==> src/design/abd_pkg.sv <==
// ----------------------------------------------------------------------------
// abd_pkg
// Shared types, constants and coefficient tables of the ADPCM block decoder.
// ----------------------------------------------------------------------------
package abd_pkg;

    localparam int SAMPLES_PER_BLOCK = 28;
    // byte position of the last data byte of a block
    localparam int LAST_BYTE_POS     = 1 + SAMPLES_PER_BLOCK / 2;
    localparam int QUEUE_DEPTH       = 2;
    localparam int MAX_FILTER        = 4;

    localparam logic signed [15:0] SAMPLE_MAX = 16'sd32767;
    localparam logic signed [15:0] SAMPLE_MIN = -16'sd32767;

    // command handed from the front to the back
    typedef struct packed {
        logic       is_clear;   // restart: clear history, no samples
        logic [7:0] data;       // two nibbles, low first
        logic [3:0] shift;
        logic [2:0] filter;
        logic       last;       // last data byte of the block
        logic       f_loop;     // flags bit 2
        logic       f_stop;     // flags bit 0 and flags != 3
        logic       f_rep;      // flags == 3
    } t_cmd;

    function automatic logic signed [7:0] coef_a(input logic [2:0] f);
        logic signed [7:0] c;
        case (f)
            3'd0:    c = 8'sd0;
            3'd1:    c = 8'sd60;
            3'd2:    c = 8'sd115;
            3'd3:    c = 8'sd98;
            default: c = 8'sd122;
        endcase
        return c;
    endfunction

    function automatic logic signed [7:0] coef_b(input logic [2:0] f);
        logic signed [7:0] c;
        case (f)
            3'd0:    c = 8'sd0;
            3'd1:    c = 8'sd0;
            3'd2:    c = -8'sd52;
            3'd3:    c = -8'sd55;
            default: c = -8'sd60;
        endcase
        return c;
    endfunction

endpackage

==> src/design/abd_if.sv <==
// ----------------------------------------------------------------------------
// abd_in_if / abd_out_if
// Valid/ready channels of the ADPCM block decoder: byte input, sample output.
// ----------------------------------------------------------------------------
interface abd_in_if;
    logic       valid;
    logic       ready;
    logic [7:0] data_byte;
    logic       restart;

    modport source (output valid, output data_byte, output restart, input ready);
    modport sink   (input valid, input data_byte, input restart, output ready);
endinterface

interface abd_out_if;
    logic               valid;
    logic               ready;
    logic signed [15:0] sample;
    logic               block_last;
    logic               loop_start;
    logic               stop_after;
    logic               loop_repeat;

    modport source (output valid, output sample, output block_last, output loop_start,
                    output stop_after, output loop_repeat, input ready);
    modport sink   (input valid, input sample, input block_last, input loop_start,
                    input stop_after, input loop_repeat, output ready);
endinterface

==> src/design/abd_front.sv <==
// ----------------------------------------------------------------------------
// abd_front
// Accepts stream bytes, tracks the block position, captures header and flags,
// and queues data bytes and restarts for the sample datapath.
// ----------------------------------------------------------------------------
module abd_front
    import abd_pkg::*;
(
    input  logic       i_clk,
    input  logic       i_rst_n,
    abd_in_if.sink     i_in,
    output logic       o_push_valid,
    input  logic       i_push_ready,
    output t_cmd       o_push_cmd
);

    logic [3:0] r_pos;
    logic [3:0] r_shift;
    logic [2:0] r_filter;
    logic [7:0] r_flags;
    logic [3:0] w_pos;
    logic       w_accept;
    logic       w_last;

    assign i_in.ready = i_push_ready;
    assign w_accept   = i_in.valid && i_in.ready;
    assign w_pos      = i_in.restart ? 4'd0 : r_pos;
    assign w_last     = (w_pos >= 4'(LAST_BYTE_POS));

    // header and flag bytes queue nothing unless a restart must clear history
    assign o_push_valid = i_in.valid && (i_in.restart || (w_pos >= 4'd2));

    always_comb begin
        o_push_cmd          = '0;
        o_push_cmd.is_clear = i_in.restart;
        o_push_cmd.data     = i_in.data_byte;
        o_push_cmd.shift    = r_shift;
        o_push_cmd.filter   = r_filter;
        o_push_cmd.last     = w_last;
        o_push_cmd.f_loop   = r_flags[2];
        o_push_cmd.f_stop   = r_flags[0] && (r_flags != 8'd3);
        o_push_cmd.f_rep    = (r_flags == 8'd3);
    end

    always_ff @(posedge i_clk) begin
        if (!i_rst_n) begin
            r_pos    <= '0;
            r_shift  <= '0;
            r_filter <= '0;
            r_flags  <= '0;
        end else if (w_accept) begin
            case (w_pos)
                4'd0: begin
                    r_shift  <= i_in.data_byte[3:0];
                    r_filter <= (i_in.data_byte[7:4] > 4'(MAX_FILTER))
                                ? 3'(MAX_FILTER) : i_in.data_byte[6:4];
                    r_pos    <= 4'd1;
                end
                4'd1: begin
                    r_flags <= i_in.data_byte;
                    r_pos   <= 4'd2;
                end
                default: begin
                    r_pos <= w_last ? 4'd0 : w_pos + 4'd1;
                end
            endcase
        end
    end

endmodule

==> src/design/abd_fifo.sv <==
// ----------------------------------------------------------------------------
// abd_fifo
// Small command queue between the front and the sample datapath.
// ----------------------------------------------------------------------------
module abd_fifo
    import abd_pkg::*;
#(
    parameter int DEPTH = QUEUE_DEPTH
) (
    input  logic i_clk,
    input  logic i_rst_n,
    input  logic i_push_valid,
    output logic o_push_ready,
    input  t_cmd i_push_cmd,
    output logic o_pop_valid,
    input  logic i_pop_ready,
    output t_cmd o_pop_cmd
);

    localparam int PW = (DEPTH > 1) ? $clog2(DEPTH) : 1;
    localparam int CW = $clog2(DEPTH + 1);

    t_cmd          r_mem [DEPTH];
    logic [PW-1:0] r_wr_ptr;
    logic [PW-1:0] r_rd_ptr;
    logic [CW-1:0] r_count;
    logic          w_push;
    logic          w_pop;

    assign o_push_ready = (r_count != CW'(DEPTH));
    assign o_pop_valid  = (r_count != '0);
    assign o_pop_cmd    = r_mem[r_rd_ptr];
    assign w_push       = i_push_valid && o_push_ready;
    assign w_pop        = o_pop_valid && i_pop_ready;

    always_ff @(posedge i_clk) begin
        if (w_push) begin
            r_mem[r_wr_ptr] <= i_push_cmd;
        end
    end

    always_ff @(posedge i_clk) begin
        if (!i_rst_n) begin
            r_wr_ptr <= '0;
            r_rd_ptr <= '0;
            r_count  <= '0;
        end else begin
            if (w_push) begin
                r_wr_ptr <= (r_wr_ptr == PW'(DEPTH - 1)) ? '0 : r_wr_ptr + 1'b1;
            end
            if (w_pop) begin
                r_rd_ptr <= (r_rd_ptr == PW'(DEPTH - 1)) ? '0 : r_rd_ptr + 1'b1;
            end
            case ({w_push, w_pop})
                2'b10:   r_count <= r_count + 1'b1;
                2'b01:   r_count <= r_count - 1'b1;
                default: r_count <= r_count;
            endcase
        end
    end

endmodule

==> src/design/abd_back.sv <==
// ----------------------------------------------------------------------------
// abd_back
// Sample datapath: per nibble a multiply state and an add/saturate state,
// two-sample history, and the output register.
// ----------------------------------------------------------------------------
module abd_back
    import abd_pkg::*;
(
    input  logic       i_clk,
    input  logic       i_rst_n,
    input  logic       i_ignore_loop,
    input  logic       i_pop_valid,
    output logic       o_pop_ready,
    input  t_cmd       i_pop_cmd,
    abd_out_if.source  o_out
);

    typedef enum logic [1:0] {S_IDLE, S_MUL, S_ADD} t_state;

    t_state             r_state;
    t_cmd               r_cmd;
    logic               r_half;
    logic signed [15:0] r_h1;
    logic signed [15:0] r_h2;
    logic signed [15:0] r_term;
    logic signed [23:0] r_pa;
    logic signed [23:0] r_pb;
    logic               r_out_valid;
    logic signed [15:0] r_sample;
    logic               r_block_last;
    logic               r_loop_start;
    logic               r_stop_after;
    logic               r_loop_repeat;

    logic [3:0]         w_nib;
    logic signed [15:0] w_term;
    logic signed [23:0] w_pa;
    logic signed [23:0] w_pb;
    logic signed [19:0] w_sum;
    logic signed [15:0] w_sat;
    logic               w_out_free;
    logic               w_end;
    logic               w_emit;

    assign o_pop_ready = (r_state == S_IDLE);
    assign w_out_free  = !r_out_valid || o_out.ready;
    assign w_end       = r_half && r_cmd.last;
    assign w_emit      = (r_state == S_ADD) && w_out_free;

    always_comb begin
        w_nib  = r_half ? r_cmd.data[7:4] : r_cmd.data[3:0];
        w_term = $signed({w_nib, 12'b0}) >>> r_cmd.shift;
        w_pa   = r_h1 * coef_a(r_cmd.filter);
        w_pb   = r_h2 * coef_b(r_cmd.filter);
        // products floor-shifted by 6; sum stays well inside 20 bits
        w_sum  = 20'(r_term) + 20'(r_pa >>> 6) + 20'(r_pb >>> 6);
        if (w_sum > 20'(SAMPLE_MAX)) begin
            w_sat = SAMPLE_MAX;
        end else if (w_sum < 20'(SAMPLE_MIN)) begin
            w_sat = SAMPLE_MIN;
        end else begin
            w_sat = w_sum[15:0];
        end
    end

    always_ff @(posedge i_clk) begin
        if (!i_rst_n) begin
            r_state     <= S_IDLE;
            r_half      <= 1'b0;
            r_h1        <= '0;
            r_h2        <= '0;
            r_out_valid <= 1'b0;
        end else begin
            r_out_valid <= w_emit || (r_out_valid && !o_out.ready);
            case (r_state)
                S_IDLE: begin
                    if (i_pop_valid) begin
                        r_cmd  <= i_pop_cmd;
                        r_half <= 1'b0;
                        if (i_pop_cmd.is_clear) begin
                            r_h1 <= '0;
                            r_h2 <= '0;
                        end else begin
                            r_state <= S_MUL;
                        end
                    end
                end
                S_MUL: begin
                    r_term  <= w_term;
                    r_pa    <= w_pa;
                    r_pb    <= w_pb;
                    r_state <= S_ADD;
                end
                S_ADD: begin
                    if (w_out_free) begin
                        r_sample      <= w_sat;
                        r_block_last  <= w_end;
                        r_loop_start  <= w_end && r_cmd.f_loop && !i_ignore_loop;
                        r_stop_after  <= w_end && r_cmd.f_stop;
                        r_loop_repeat <= w_end && r_cmd.f_rep;
                        r_h2          <= r_h1;
                        r_h1          <= w_sat;
                        r_half        <= 1'b1;
                        r_state       <= r_half ? S_IDLE : S_MUL;
                    end
                end
                default: r_state <= S_IDLE;
            endcase
        end
    end

    assign o_out.valid       = r_out_valid;
    assign o_out.sample      = r_sample;
    assign o_out.block_last  = r_block_last;
    assign o_out.loop_start  = r_loop_start;
    assign o_out.stop_after  = r_stop_after;
    assign o_out.loop_repeat = r_loop_repeat;

endmodule

==> src/design/adpcm_block_decoder_top.sv <==
// ----------------------------------------------------------------------------
// adpcm_block_decoder_top
// Decoder for 16-byte sound-memory ADPCM blocks, two samples per data byte.
// ----------------------------------------------------------------------------
// Header and flag bytes are taken by the front while the command queue has
// room. A data byte occupies the sample datapath for a pop, then a multiply
// state and an add/saturate state for each of its two nibbles (add/saturate
// waits while the output register is full); the 16x8 coefficient multiply and
// the history dependency between the two nibbles set these steps. A command
// queue of QUEUE_DEPTH entries lets the front keep accepting bytes while the
// datapath works, and an output register holds a finished sample until it is
// taken. The user writes ignore_loop through i_cfg_wr_en/i_cfg_wr_data only
// while the block is idle; the block itself does not enforce this.
module adpcm_block_decoder_top
    import abd_pkg::*;
#(
    parameter int QUEUE_DEPTH_P = QUEUE_DEPTH
) (
    input  logic       i_clk,
    input  logic       i_rst_n,
    input  logic       i_cfg_wr_en,
    input  logic       i_cfg_wr_data,
    abd_in_if.sink     i_in,
    abd_out_if.source  o_out
);

    logic r_ignore_loop;
    logic w_push_valid;
    logic w_push_ready;
    t_cmd w_push_cmd;
    logic w_pop_valid;
    logic w_pop_ready;
    t_cmd w_pop_cmd;

    always_ff @(posedge i_clk) begin
        if (!i_rst_n) begin
            r_ignore_loop <= 1'b0;
        end else if (i_cfg_wr_en) begin
            r_ignore_loop <= i_cfg_wr_data;
        end
    end

    abd_front u_front (
        .i_clk        (i_clk),
        .i_rst_n      (i_rst_n),
        .i_in         (i_in),
        .o_push_valid (w_push_valid),
        .i_push_ready (w_push_ready),
        .o_push_cmd   (w_push_cmd)
    );

    abd_fifo #(
        .DEPTH (QUEUE_DEPTH_P)
    ) u_fifo (
        .i_clk        (i_clk),
        .i_rst_n      (i_rst_n),
        .i_push_valid (w_push_valid),
        .o_push_ready (w_push_ready),
        .i_push_cmd   (w_push_cmd),
        .o_pop_valid  (w_pop_valid),
        .i_pop_ready  (w_pop_ready),
        .o_pop_cmd    (w_pop_cmd)
    );

    abd_back u_back (
        .i_clk         (i_clk),
        .i_rst_n       (i_rst_n),
        .i_ignore_loop (r_ignore_loop),
        .i_pop_valid   (w_pop_valid),
        .o_pop_ready   (w_pop_ready),
        .i_pop_cmd     (w_pop_cmd),
        .o_out         (o_out)
    );

endmodule

==> src/flat_wrapper.sv <==
// flat-port wrapper written by rule: the top's interface ports become plain ports
module adpcm_block_decoder_top_flat import abd_pkg::*;
#(
    parameter int QUEUE_DEPTH_P = QUEUE_DEPTH
)
  (i_clk, i_rst_n, i_cfg_wr_en, i_cfg_wr_data, i_in_valid, i_in_data_byte, i_in_restart, i_in_ready, o_out_valid, o_out_sample, o_out_block_last, o_out_loop_start, o_out_stop_after, o_out_loop_repeat, o_out_ready);
  abd_in_if i_in_i ();
  abd_out_if o_out_i ();
  input  logic i_clk;
  input  logic i_rst_n;
  input  logic i_cfg_wr_en;
  input  logic i_cfg_wr_data;
  input wire logic [$bits(i_in_i.valid)-1:0] i_in_valid;
  input wire logic [$bits(i_in_i.data_byte)-1:0] i_in_data_byte;
  input wire logic [$bits(i_in_i.restart)-1:0] i_in_restart;
  output wire logic [$bits(i_in_i.ready)-1:0] i_in_ready;
  output wire logic [$bits(o_out_i.valid)-1:0] o_out_valid;
  output wire logic [$bits(o_out_i.sample)-1:0] o_out_sample;
  output wire logic [$bits(o_out_i.block_last)-1:0] o_out_block_last;
  output wire logic [$bits(o_out_i.loop_start)-1:0] o_out_loop_start;
  output wire logic [$bits(o_out_i.stop_after)-1:0] o_out_stop_after;
  output wire logic [$bits(o_out_i.loop_repeat)-1:0] o_out_loop_repeat;
  input wire logic [$bits(o_out_i.ready)-1:0] o_out_ready;
  assign i_in_i.valid = i_in_valid;
  assign i_in_i.data_byte = i_in_data_byte;
  assign i_in_i.restart = i_in_restart;
  assign i_in_ready = i_in_i.ready;
  assign o_out_valid = o_out_i.valid;
  assign o_out_sample = o_out_i.sample;
  assign o_out_block_last = o_out_i.block_last;
  assign o_out_loop_start = o_out_i.loop_start;
  assign o_out_stop_after = o_out_i.stop_after;
  assign o_out_loop_repeat = o_out_i.loop_repeat;
  assign o_out_i.ready = o_out_ready;
  adpcm_block_decoder_top #(.QUEUE_DEPTH_P(QUEUE_DEPTH_P)) u_core (.i_clk(i_clk), .i_rst_n(i_rst_n), .i_cfg_wr_en(i_cfg_wr_en), .i_cfg_wr_data(i_cfg_wr_data), .i_in(i_in_i), .o_out(o_out_i));
endmodule
==> config.mk <==
export PLATFORM = sky130hd
export DESIGN_NAME = adpcm_block_decoder_top_flat
export DESIGN_NICKNAME = d
export VERILOG_FILES = /design/src/design/abd_pkg.sv /design/src/design/abd_if.sv /design/src/design/abd_front.sv /design/src/design/abd_fifo.sv /design/src/design/abd_back.sv /design/src/design/adpcm_block_decoder_top.sv /design/src/flat_wrapper.sv
export SDC_FILE = /design/constraint.sdc
export NUM_CORES = 1
export LEC_CHECK = 0
export ABC_AREA = 1
export BUFFER_PORTS_ARGS = -buffer_cell sky130_fd_sc_hd__buf_4
export CORE_MARGIN = 5
export CORE_UTILIZATION = 30
export CTS_CLUSTER_SIZE = 14
export DETAILED_ROUTE_END_ITERATION = 8
export GPL_TIMING_DRIVEN = 0
export PLACE_DENSITY = 0.55
export SLEW_MARGIN = 20
export SYNTH_ARGS = -nofsm -noshare
export SYNTH_HDL_FRONTEND = slang
export SYNTH_SLANG_ARGS = --single-unit
export TNS_END_PERCENT = 50
==> constraint.sdc <==
create_clock -name i_clk -period 6.8 [get_ports i_clk]
set_input_delay 1.36 -clock i_clk [delete_from_list [all_inputs] [get_ports i_clk]]
set_output_delay 1.36 -clock i_clk [all_outputs]
set_load 0.01 [all_outputs]
==> reports/qor.txt, run 1 <==
status: complete, no violations
Setup-failing EPs final: 0
global route overflow: 0
Yosys cell types: 44
Post-Syn Area: 0.0158 mm^2
clock root buffer master: clkbuf_16
# rows: 84
H-tree Lvls: 4
Clk Latency, worst-skew pair: 440 ps
Slew headroom: 46.7%
# port buffers: 36
fraction of registers with async set/reset: 0%
Storage cell area: 0.00515 mm^2
# Post-CTS Setup Buffers: 0
first-pass GRT wire length: 63300 um
sequential cell area fraction in the yosys report: 32.7%
WL/cell: 15.3 um
most frequent cells in the layout: inv_1, nand2_1, nor2_1
Mean Syn Cell Area: 8.78 um^2
clock tree sinks: 192
area grow syn2layout: 11.7%
Syn Inst Count: 1795
commonest non-fill, non-tap cell in the layout: inv_1
drt initial violations: 671
Hold WS: 455 ps
Routed Antenna Nets: 0
yosys warns: 0
fmax: 0.156 GHz
leak pwr: 8.14 nW
EDFF count, synth: 131
routed vias/inst: 4.59
Post-layout nets: 2166
I/O pins: 37
Die Height: 239 um
Data arrival, critical path: 6620 ps
Crit. End Element: flop
Final Wtd Congestion: 0.894
setup_tns: 0 ps
Tmin final: 6410 ps
Core Region: 0.0523 mm^2
Max Root-Sink Buffers: 2
largest net degree at the start of global routing: 31
detailed placement HPWL: 33000 um
worst endpoint required time: 7010 ps
register bit total from synthesis: 192
CP Class: reg2reg
final slew viol count: 0
worst path bufs/invs: 6
Crit-path slowest cell: fa_1
clock slew at reported path FFs: 80 ps
CTS tree: done
multi-input logic area: 0.00907 mm^2
total vias in the final route: 11700
most frequent cell on the critical path: nand2_1
Top delay family on crit path: adder cells
Worst path max stage delay: 570 ps
VDD IR max: 0.202 mV
Pwr per Cell Area: 364 mW/mm^2
FILL cells: 5533
layout cells sized above 1: 5.46%
Die X: 239 um
Routed WL: 39200 um
Syn Nets: 2106
Overall Global Routing Usage: 13.9%
RSZ-0062 raised after global routing: false
Initial Utilization: 30.1%
Detailed Routing Iterations Pass 1: 5
max cap viols: 0
antenna violations before repair: 0
Main synth FF type: edfxtp_1
DIE AREA: 0.0572 mm^2
hold crit path type: reg2reg
worst-margin pin slew: 798 ps
CTS Buf Count: 17
number of global-route vias before repair: 12100
Final Skew: 16.0 ps
Startpoint Class: flop
DRC: 0
Final Hold Viols: 0
CP max FO: 10
CTS Hold Bufs: 0
Final Cycle Share: 94.2%
## through the flow
step                utilization, %  total power, mW  instances  cell area [um^2]  setup WS (ps)
floorplan                        -             4.10       1795             15800           1520
global placement              32.3             5.36       2519             16900          -28.4
detailed placement            32.4             5.39       2524             17000          -33.6
CTS                           33.6             6.45       2556             17600           19.9
global route                  33.6             6.94       2556             17600           75.8
finish                        33.6             6.41       2557             17600            392
## path summary, 6_finish.rpt
path / cells past startpoint / start / to / slack, ps
hold reg to reg: 1 / u_core.u_fifo.r_rd_ptr / u_core.u_fifo.r_rd_ptr / 460
setup reg to reg: 26 / u_core.u_back.r_cmd[6] / u_core.u_back.r_pa[23] / 390
hold / removal: 1 / u_core.u_fifo.r_rd_ptr / u_core.u_fifo.r_rd_ptr / 460
setup / recovery: 26 / u_core.u_back.r_cmd[6] / u_core.u_back.r_pa[23] / 390
## repair_timing
item / 4_1_cts / 5_1_grt
endpoints found under the setup margin: 2 / 8
resized for setup: 1 / 3
pin swaps: 0 / 0
endpoints found under the hold margin: 0 / 0
## routing by layer
| metal | part of all wire (%) | vias to the layer above | global-route usage [%] |
|---|---|---|---|
| met4 | 2.5 | 0 | 4.48 |
| met3 | 2.9 | 58 | 1.52 |
| met5 | 0 | - | 0 |
| li1 | - | 5767 | - |
| met2 | 48 | 179 | 23.9 |
| met1 | 46 | 5725 | 18.5 |
## report_power, final
| part | internal (mW) | switching [mW] |
|---|---|---|
| combinational | 1.08 | 2.57 |
| clock | 0.539 | 0.501 |
| sequential | 1.59 | 0.123 |
## state kept, by name, indices dropped and copies added, names as in the netlist, 2 cells and up, named ones only
name,flops
u_core.u_fifo.r_mem,40
u_core.u_back.r_cmd,19
u_core.u_back.r_pa,18
u_core.u_back.r_pb,18
u_core.u_back.o_out.sample,16
u_core.u_back.r_h1,16
u_core.u_back.r_h2,16
u_core.u_back.r_term,16
u_core.u_front.r_flags,8
u_core.u_front.r_pos,4
u_core.u_front.r_shift,4
u_core.u_front.r_filter,3
u_core.u_back.r_state,2
u_core.u_fifo.r_count,2
## layout make-up
cell class | count | area share, %
antenna | 1 | 0.0142
buffer | 30 | 0.704
clock buffer | 19 | 2.70
clock inverter | 13 | 0.853
inverter | 381 | 8.13
multi-input combinational | 1192 | 51.6
sequential | 192 | 29.3
tap | 688 | 4.89
timing repair buffer | 41 | 1.86
## synth_stat cells, types with 5 or more instances
cell type,count,area share (%)
nand2_1,353,8.4
buf_1,5,0.12
o31ai_1,11,0.52
ha_1,143,11
nand4_1,16,0.64
a21oi_1,81,2.6
xnor2_1,22,1.2
nand2_2,5,0.20
o21ai_0,53,1.7
o32ai_1,18,1.0
nor3_1,8,0.25
nor2_1,213,5.1
fa_1,153,19
edfxtp_1,131,25
nand3_1,42,1.3
inv_1,375,8.9
dfxtp_1,61,7.7
clkbuf_1,22,0.52
xor2_1,31,1.7
## worst register-to-register path, cell delays in order (launching register included)
cell,delay [ps]
edfxtp_1,540
nor2_1,270
inv_1,220
nor2_2,280
nor2_1,120
inv_1,200
clkbuf_1,440
nand2_1,140
fa_1,530
inv_1,50
fa_1,460
fa_1,570
inv_1,60
fa_1,530
inv_1,40
ha_1,380
nand2_1,70
a21oi_1,120
a211oi_1,50
o21ai_1,130
nand2_1,80
nand2_1,160
nand2_1,80
nand2_1,150
nand3_1,90
nand2_1,80
xor2_1,340
## logic make-up after synthesis
kind of cell	Yosys count	synth area share, %
DFF	192	32.7
adders and majority gates	296	30.8
buffers and inverters	411	9.85
xor gates and xnor gates	54	3.05
AOI/OAI and AO/OA	188	6.93
muxes	2	0.127
and+or+nand+nor	652	16.6
Note: power is estimated with default switching activity, not from simulation.
==> run 2, diff against run 1 <==
--- a/config.mk
+++ b/config.mk
@@ -7,12 +7,14 @@
 export LEC_CHECK = 0
 export ABC_AREA = 1
 export BUFFER_PORTS_ARGS = -buffer_cell sky130_fd_sc_hd__buf_4
+export CELL_PAD_IN_SITES_DETAIL_PLACEMENT = 1
+export CELL_PAD_IN_SITES_GLOBAL_PLACEMENT = 1
 export CORE_MARGIN = 5
 export CORE_UTILIZATION = 30
 export CTS_CLUSTER_SIZE = 14
 export DETAILED_ROUTE_END_ITERATION = 8
 export GPL_TIMING_DRIVEN = 0
-export PLACE_DENSITY = 0.55
+export PLACE_DENSITY = 0.65
 export SLEW_MARGIN = 20
 export SYNTH_ARGS = -nofsm -noshare
 export SYNTH_HDL_FRONTEND = slang
==> run 2 against run 1 <==
Effect of this change:
- routed wire length up 12%
- combinational power up 2%
- largest cell class unchanged
- clock skew about the same
- die area unchanged
- register-to-register slack better by 20 ps
==> reports/qor.txt, run 2 (synthesis results as in run 1) <==
Pwr per Cell Area: 368 mW/mm^2 (was 364 mW/mm^2)
fmax: 0.157 GHz (was 0.156 GHz)
global route overflow: 0 (unchanged)
clock root buffer master: clkbuf_16 (unchanged)
Final Hold Viols: 0 (unchanged)
final slew viol count: 0 (unchanged)
DIE AREA: 0.0572 mm^2 (unchanged)
Reg2Reg Setup Slack: 410 ps (was 390 ps)
Startpoint Class: flop (unchanged)
most frequent cells in the layout: inv_1, nand2_1, nor2_1 (unchanged)
layout cells sized above 1: 5.36% (was 5.46%)
drt initial violations: 540 (was 671)
hold crit path type: reg2reg (unchanged)
CTS Buf Count: 17 (unchanged)
# rows: 84 (unchanged)
leak pwr: 8.10 nW (was 8.14 nW)
Largest regs: u_core.u_fifo.r_mem x40, u_core.u_back.r_cmd x19 (unchanged)
Slew headroom: 44.7% (was 46.7%)
Largest register FFs: 40 (unchanged)
Max Root-Sink Buffers: 2 (unchanged)
R2R depth: 25 (was 26)
DRC: 0 (unchanged)
Hold WS: 452 ps (was 455 ps)
number of global-route vias before repair: 12900 (was 12100)
CP max FO: 10 (unchanged)
VDD IR max: 0.189 mV (was 0.202 mV)
Routed WL: 43900 um (was 39200 um)
status: complete, no violations (unchanged)
most flop-heavy register: u_core.u_fifo.r_mem (unchanged)
Die Height: 239 um (unchanged)
worst endpoint required time: 6980 ps (was 7010 ps)
CTS Hold Bufs: 0 (unchanged)
first-pass GRT wire length: 70200 um (was 63300 um)
Setup-failing EPs final: 0 (unchanged)
diode count: 0 (was 1)
Routed Antenna Nets: 0 (unchanged)
Worst Hold Path EP: u_core.u_fifo.r_mem[0][7] (was u_core.u_fifo.r_rd_ptr)
detailed placement HPWL: 37400 um (was 33000 um)
FILL cells: 6227 (was 5533)
Detailed Routing Iterations Pass 1: 5 (unchanged)
Overall Global Routing Usage: 15.7% (was 13.9%)
total vias in the final route: 11800 (was 11700)
I/O pins: 37 (unchanged)
H-tree Lvls: 4 (unchanged)
WL/cell: 17.2 um (was 15.3 um)
Clk Latency, worst-skew pair: 460 ps (was 440 ps)
Final Cycle Share: 93.9% (was 94.2%)
Final Wtd Congestion: 0.856 (was 0.894)
area grow syn2layout: 11.2% (was 11.7%)
CP Class: reg2reg (unchanged)
Hold Path Origin: u_core.u_front.r_shift[0] (was u_core.u_fifo.r_rd_ptr)
CP startpoint: u_core.u_back.r_cmd[6] (unchanged)
Crit. End Element: flop (unchanged)
routed vias/inst: 4.63 (was 4.59)
commonest non-fill, non-tap cell in the layout: inv_1 (unchanged)
worst reg2reg path startpoint: u_core.u_back.r_cmd[6] (unchanged)
CTS tree: done (unchanged)
max cap viols: 0 (unchanged)
RSZ-0062 raised after global routing: false (unchanged)
clock slew at reported path FFs: 80 ps (about the same)
Tmin final: 6390 ps (was 6410 ps)
clock tree sinks: 192 (unchanged)
Area after DPL: 0.0170 mm^2 (about the same)
Final Skew: 15.6 ps (was 16.0 ps)
# port buffers: 36 (unchanged)
worst-margin pin slew: 829 ps (was 798 ps)
Data arrival, critical path: 6570 ps (was 6620 ps)
largest net degree at the start of global routing: 31 (unchanged)
Die X: 239 um (unchanged)
antenna violations before repair: 5 (was 0)
Core Region: 0.0523 mm^2 (unchanged)
r2r endpoint: u_core.u_back.r_pa[23] (unchanged)
hold depth: 0 (was 1)
post-layout instance area: 0.0175 mm^2 (was 0.0176 mm^2)
Post-layout nets: 2163 (was 2166)
Initial Utilization: 30.1% (unchanged)
run 2: cell types whose count changed in the layout (fill, tap and decap cells not counted), sizes merged:
cell and change:
buf -1, inv +1, clkinvlp +1, bufinv +1
diode -1, clkinv -5
run 2: what timing repair did:
item,in CTS,in global routing
setup endpoints to repair,7,11
buffers inserted,0,0
pin swaps,0,0
resized for setup,1,4
run 2: area by class of cell:
class	count	area (um^2)	share of cell area, %
multi-input combinational	1192	9080	51.8
sequential	192	5150	29.4
inverter	381	1430	8.18
tap	688	861	4.91
clock buffer	21	450	2.57
timing repair buffer	40	324	1.85
clock inverter	11	116	0.664
buffer	28	115	0.656
run 2: critical path, cell delays in order (launching register included):
cell and delay [ps]:
edfxtp_1 560, nor2_1 270, inv_1 220, nor2_1 550, clkbuf_1 430, nor2_1 80, ha_1 290, inv_1 50
fa_1 550, inv_1 60, fa_1 520, inv_1 50, fa_1 530, inv_1 50, ha_1 400, nand2_1 70
a21oi_1 130, a211oi_1 60, o21ai_1 140, nand2_1 80, nand2_1 150, nand2_1 90, nand2_1 150, nand3_1 100
nand2_1 80, xor2_1 440
run 2: per-stage QoR:
step	instances	setup TNS (ps)	util, %	setup WS (ps)	total power, mW
floorplan	1795	0	-	1520	4.10
global placement	2519	-391	32.3	-130	5.41
detailed placement	2523	-726	32.4	-201	5.50
CTS	2554	0	33.5	4.70	6.53
global route	2553	0	33.5	19.5	7.01
finish	2553	0	33.5	411	6.46
run 2: layer usage:
layer | track usage, % | part of all wire [%]
met1 | 20.6 | 46
met2 | 27.2 | 49
met3 | 2.23 | 2.6
met4 | 4.08 | 1.9
met5 | 0 | 0.071
run 2: where the power goes:
part	internal (mW)	leakage, nW	total, mW	switching [mW]
sequential	1.60	1.70	1.73	0.134
clock	0.527	0.283	1.00	0.473
combinational	1.09	6.11	3.73	2.64
total	3.21	8.10	6.46	3.25
run 2: worst max path at each step:
| stage | to | slack (ps) | cells past startpoint |
|---|---|---|---|
| after global routing | u_core.u_back.r_pa[23] | 20 | 25 |
| after floorplan | u_core.u_back.r_pa[23] | 1520 | 26 |
| after global placement | u_core.u_back.r_pa[23] | -130 | 26 |
| final | u_core.u_back.r_pa[23] | 410 | 25 |
| after detailed placement | u_core.u_back.r_pa[16] | -200 | 21 |
| after CTS | u_core.u_back.r_pa[23] | 5 | 26 |
==> run 3, diff against run 2 <==
--- a/config.mk
+++ b/config.mk
@@ -5,7 +5,6 @@
 export SDC_FILE = /design/constraint.sdc
 export NUM_CORES = 1
 export LEC_CHECK = 0
-export ABC_AREA = 1
 export BUFFER_PORTS_ARGS = -buffer_cell sky130_fd_sc_hd__buf_4
 export CELL_PAD_IN_SITES_DETAIL_PLACEMENT = 1
 export CELL_PAD_IN_SITES_GLOBAL_PLACEMENT = 1
@@ -14,7 +13,7 @@
 export CTS_CLUSTER_SIZE = 14
 export DETAILED_ROUTE_END_ITERATION = 8
 export GPL_TIMING_DRIVEN = 0
-export PLACE_DENSITY = 0.65
+export PLACE_DENSITY = 0.63
 export SLEW_MARGIN = 20
 export SYNTH_ARGS = -nofsm -noshare
 export SYNTH_HDL_FRONTEND = slang
==> constraint.sdc (replaced) <==
create_clock -name i_clk -period 6.1 [get_ports i_clk]
set_input_delay 1.22 -clock i_clk [delete_from_list [all_inputs] [get_ports i_clk]]
set_output_delay 1.22 -clock i_clk [all_outputs]
set_load 0.01 [all_outputs]
==> run 3 against run 2 <==
Effect of this change:
- the flow now finishes with violations (setup timing)
- routed wire length shrank 1.9%
- power up 24%
- critical path type unchanged
- non-clock buffer count is 61 higher
- area after synthesis up 0.43%
- largest power group unchanged
- combinational power up 32%
- global-route usage is 0.40 points lower
- fmax increased by 3.8%
- via count shrank 5.8%
- final area up 4.1%
- synthesized cell count fell by 15%
==> reports/qor.txt, run 3 <==
Worst path max stage delay: 530 ps (was 560 ps)
setup_tns: -74.8 ps (was 0 ps)
Crit. End Element: flop (unchanged)
Top delay family on crit path: adder cells (unchanged)
Hold WS: 464 ps (was 452 ps)
top cell type's share of synthesized area: 24.9% (was 25.0%)
Yosys cell types: 83 (was 44)
CP Class: reg2reg (unchanged)
Final Skew: 13.6 ps (was 15.6 ps)
most flop-heavy register: u_core.u_fifo.r_mem (unchanged)
top cell type by total area after synthesis: edfxtp_1 (unchanged)
antenna violations before repair: 0 (was 5)
clock root buffer master: clkbuf_16 (unchanged)
CP max FO: 5 (was 10)
number of global-route vias before repair: 12100 (was 12900)
most frequent cells in the layout: inv_1, fa_1, ha_1 (was inv_1, nand2_1, nor2_1)
Post-Layout Cell Count: 2319 (was 2553)
diode count: 0 (unchanged)
Max Root-Sink Buffers: 2 (unchanged)
count leader, synth: inv_1 (unchanged)
CTS Buf Count: 17 (unchanged)
clock slew at reported path FFs: 80 ps (about the same)
first-pass GRT wire length: 68100 um (was 70200 um)
FILL cells: 5852 (was 6227)
commonest non-fill, non-tap cell in the layout: inv_1 (unchanged)
area grow syn2layout: 15.3% (was 11.2%)
critical path depth: 21 (was 25)
RSZ-0062 raised after global routing: true (was false)
violations in the final reports: setup timing
Final Hold Viols: 0 (unchanged)
Final Power: 8.02 mW (was 6.46 mW)
# port buffers: 36 (unchanged)
Post-layout nets: 1929 (was 2163)
Die Height: 240 um (was 239 um)
DIE AREA: 0.0575 mm^2 (was 0.0572 mm^2)
fraction of registers with async set/reset: 0% (unchanged)
register bit total from synthesis: 192 (unchanged)
Final Cycle Share: 101% (was 93.9%)
Syn Inst Count: 1528 (was 1795)
Initial Utilization: 30.2% (was 30.1%)
final slew viol count: 0 (unchanged)
hold depth: 0 (unchanged)
Startpoint Class: flop (unchanged)
Largest regs: u_core.u_fifo.r_mem x40, u_core.u_back.r_cmd x19 (unchanged)
Syn Nets: 1839 (was 2106)
worst-margin pin slew: 882 ps (was 829 ps)
clock tree sinks: 192 (unchanged)
Clk Latency, worst-skew pair: 460 ps (about the same)
Setup-failing EPs final: 2 (was 0)
worst path bufs/invs: 5 (was 6)
multi-input logic area: 0.00977 mm^2 (was 0.00908 mm^2)
Mean Syn Cell Area: 10.4 um^2 (was 8.78 um^2)
CP Cell Sequence: nor2b_4 -> nor2b_4 -> or3_4 -> clkbuf_16 -> nand2_4 -> fa_2 -> inv_2 -> fa_2 -> fa_1 -> inv_2 -> fa_2 -> inv_2 -> ha_4 -> a2111o_1 -> o221a_2 -> a31o_4 -> o41a_1 -> buf_6 -> a211o_1 -> a21oi_2 -> xnor2_2
worst endpoint required time: 6290 ps (was 6980 ps)
Crit-path slowest cell: fa_2 (was edfxtp_1)
routed vias/inst: 4.80 (was 4.63)
CTS tree: done (unchanged)
total vias in the final route: 11100 (was 11800)
Die X: 240 um (was 239 um)
DRC: 0 (unchanged)
Data arrival, critical path: 6350 ps (was 6570 ps)
Pwr per Cell Area: 439 mW/mm^2 (was 368 mW/mm^2)
Routed WL: 43100 um (was 43900 um)
Post-Syn Area: 0.0158 mm^2 (about the same)
Final WS setup: -52.7 ps (was 411 ps)
Tmin final: 6150 ps (was 6390 ps)
EDFF count, synth: 131 (unchanged)
max cap viols: 0 (unchanged)
Overall Global Routing Usage: 15.3% (was 15.7%)
leak pwr: 8.16 nW (was 8.10 nW)
sequential cell area fraction in the yosys report: 32.6% (was 32.7%)
Routed Antenna Nets: 0 (unchanged)
fmax: 0.163 GHz (was 0.157 GHz)
H-tree Lvls: 4 (unchanged)
VDD IR max: 0.161 mV (was 0.189 mV)
global route overflow: 0 (unchanged)
WL/cell: 18.6 um (was 17.2 um)
drt initial violations: 538 (was 540)
R2R depth: 21 (was 25)
Slew headroom: 40.7% (was 44.7%)
status: finished, violations left (was complete, no violations)
placed cell count: 2261 (was 2523)
# rows: 84 (unchanged)
Final Wtd Congestion: 0.820 (was 0.856)
hold crit path type: reg2reg (unchanged)
most frequent cells after synthesis: inv_1, fa_1, ha_1 (was inv_1, nand2_1, nor2_1)
yosys warns: 0 (unchanged)
Storage cell area: 0.00515 mm^2 (unchanged)
Largest register FFs: 40 (unchanged)
Core Region: 0.0524 mm^2 (was 0.0523 mm^2)
synth top area cells: edfxtp_1, fa_1, ha_1 (unchanged)
largest net degree at the start of global routing: 30 (was 31)
detailed placement HPWL: 34300 um (was 37400 um)
layout cells sized above 1: 14.5% (was 5.36%)
I/O pins: 37 (unchanged)
Main synth FF type: edfxtp_1 (unchanged)
Detailed Routing Iterations Pass 1: 4 (was 5)
run 3: changes by cell type after synthesis, moves of 21 or more:
cell / previous run / this run
nor2b_1: 0 / 42
o21ai_0: 53 / 32
and3_1: 1 / 27
clkbuf_1: 22 / 50
inv_1: 375 / 247
nand2_1: 353 / 107
nor2_1: 213 / 104
a21oi_1: 81 / 37
and2_1: 0 / 53
nand3_1: 42 / 21
mux2_2: 0 / 21
run 3: stage by stage:
step           setup slack (ps)  utilization [%]  area (um^2)
6_report                  -52.7             34.8        18300
5_1_grt                    -149             34.8        18300
4_1_cts                    -134             34.6        18200
3_5_place_dp              -1470             32.5        17100
3_3_place_gp              -1800             32.3        17000
2_1_floorplan              50.1                -        15800
run 3: cells by family after synthesis:
kind of cell	after synthesis	share of synthesized area [%]
AOI/OAI and AO/OA	213	10.1
adders and majority gates	296	30.7
buffers and inverters	306	7.41
xor gates and xnor gates	51	2.82
muxes	43	2.96
and+or+nand+nor	427	13.4
DFF	192	32.6
run 3: path summary, 6_finish.rpt:
path / slack [ps] / to / from
max: -50 / u_core.u_back.r_pa[22] / u_core.u_back.r_cmd[5]
min: 460 / u_core.u_fifo.r_mem[1][10] / u_core.u_front.r_shift[3]
max reg2reg: -50 / u_core.u_back.r_pa[22] / u_core.u_back.r_cmd[5]
min reg2reg: 460 / u_core.u_fifo.r_mem[1][10] / u_core.u_front.r_shift[3]
run 3: per-layer routing:
metal / global-route usage (%) / routed length [um]
met5: 0 / 0
met4: 4.53 / 1060
met3: 2.54 / 1500
met2: 26.8 / 21600
met1: 19.4 / 19000
run 3: timing repair:
item | in CTS | in global routing
setup buffers | 25 | 5
endpoints found under the setup margin | 24 | 10
resized for setup | 76 | 18
pin swaps | 32 | 22
hold buffers | 0 | 0
run 3: report_power, final:
group          switching, mW  internal, mW  total (mW)
registers              0.151          1.78        1.93
logic                   3.07          1.85        4.92
clock network          0.576         0.595        1.17
run 3: cell type report:
| type | instances | share of cell area, % |
|---|---|---|
| Timing Repair Buffer | 75 | 3.26 |
| Buffer | 54 | 1.75 |
| Tap cell | 688 | 4.72 |
| Sequential cell | 192 | 28.2 |
| Clock inverter | 14 | 1.02 |
| Clock buffer | 18 | 2.35 |
| Inverter | 248 | 5.12 |
| Multi-Input combinational cell | 1030 | 53.5 |
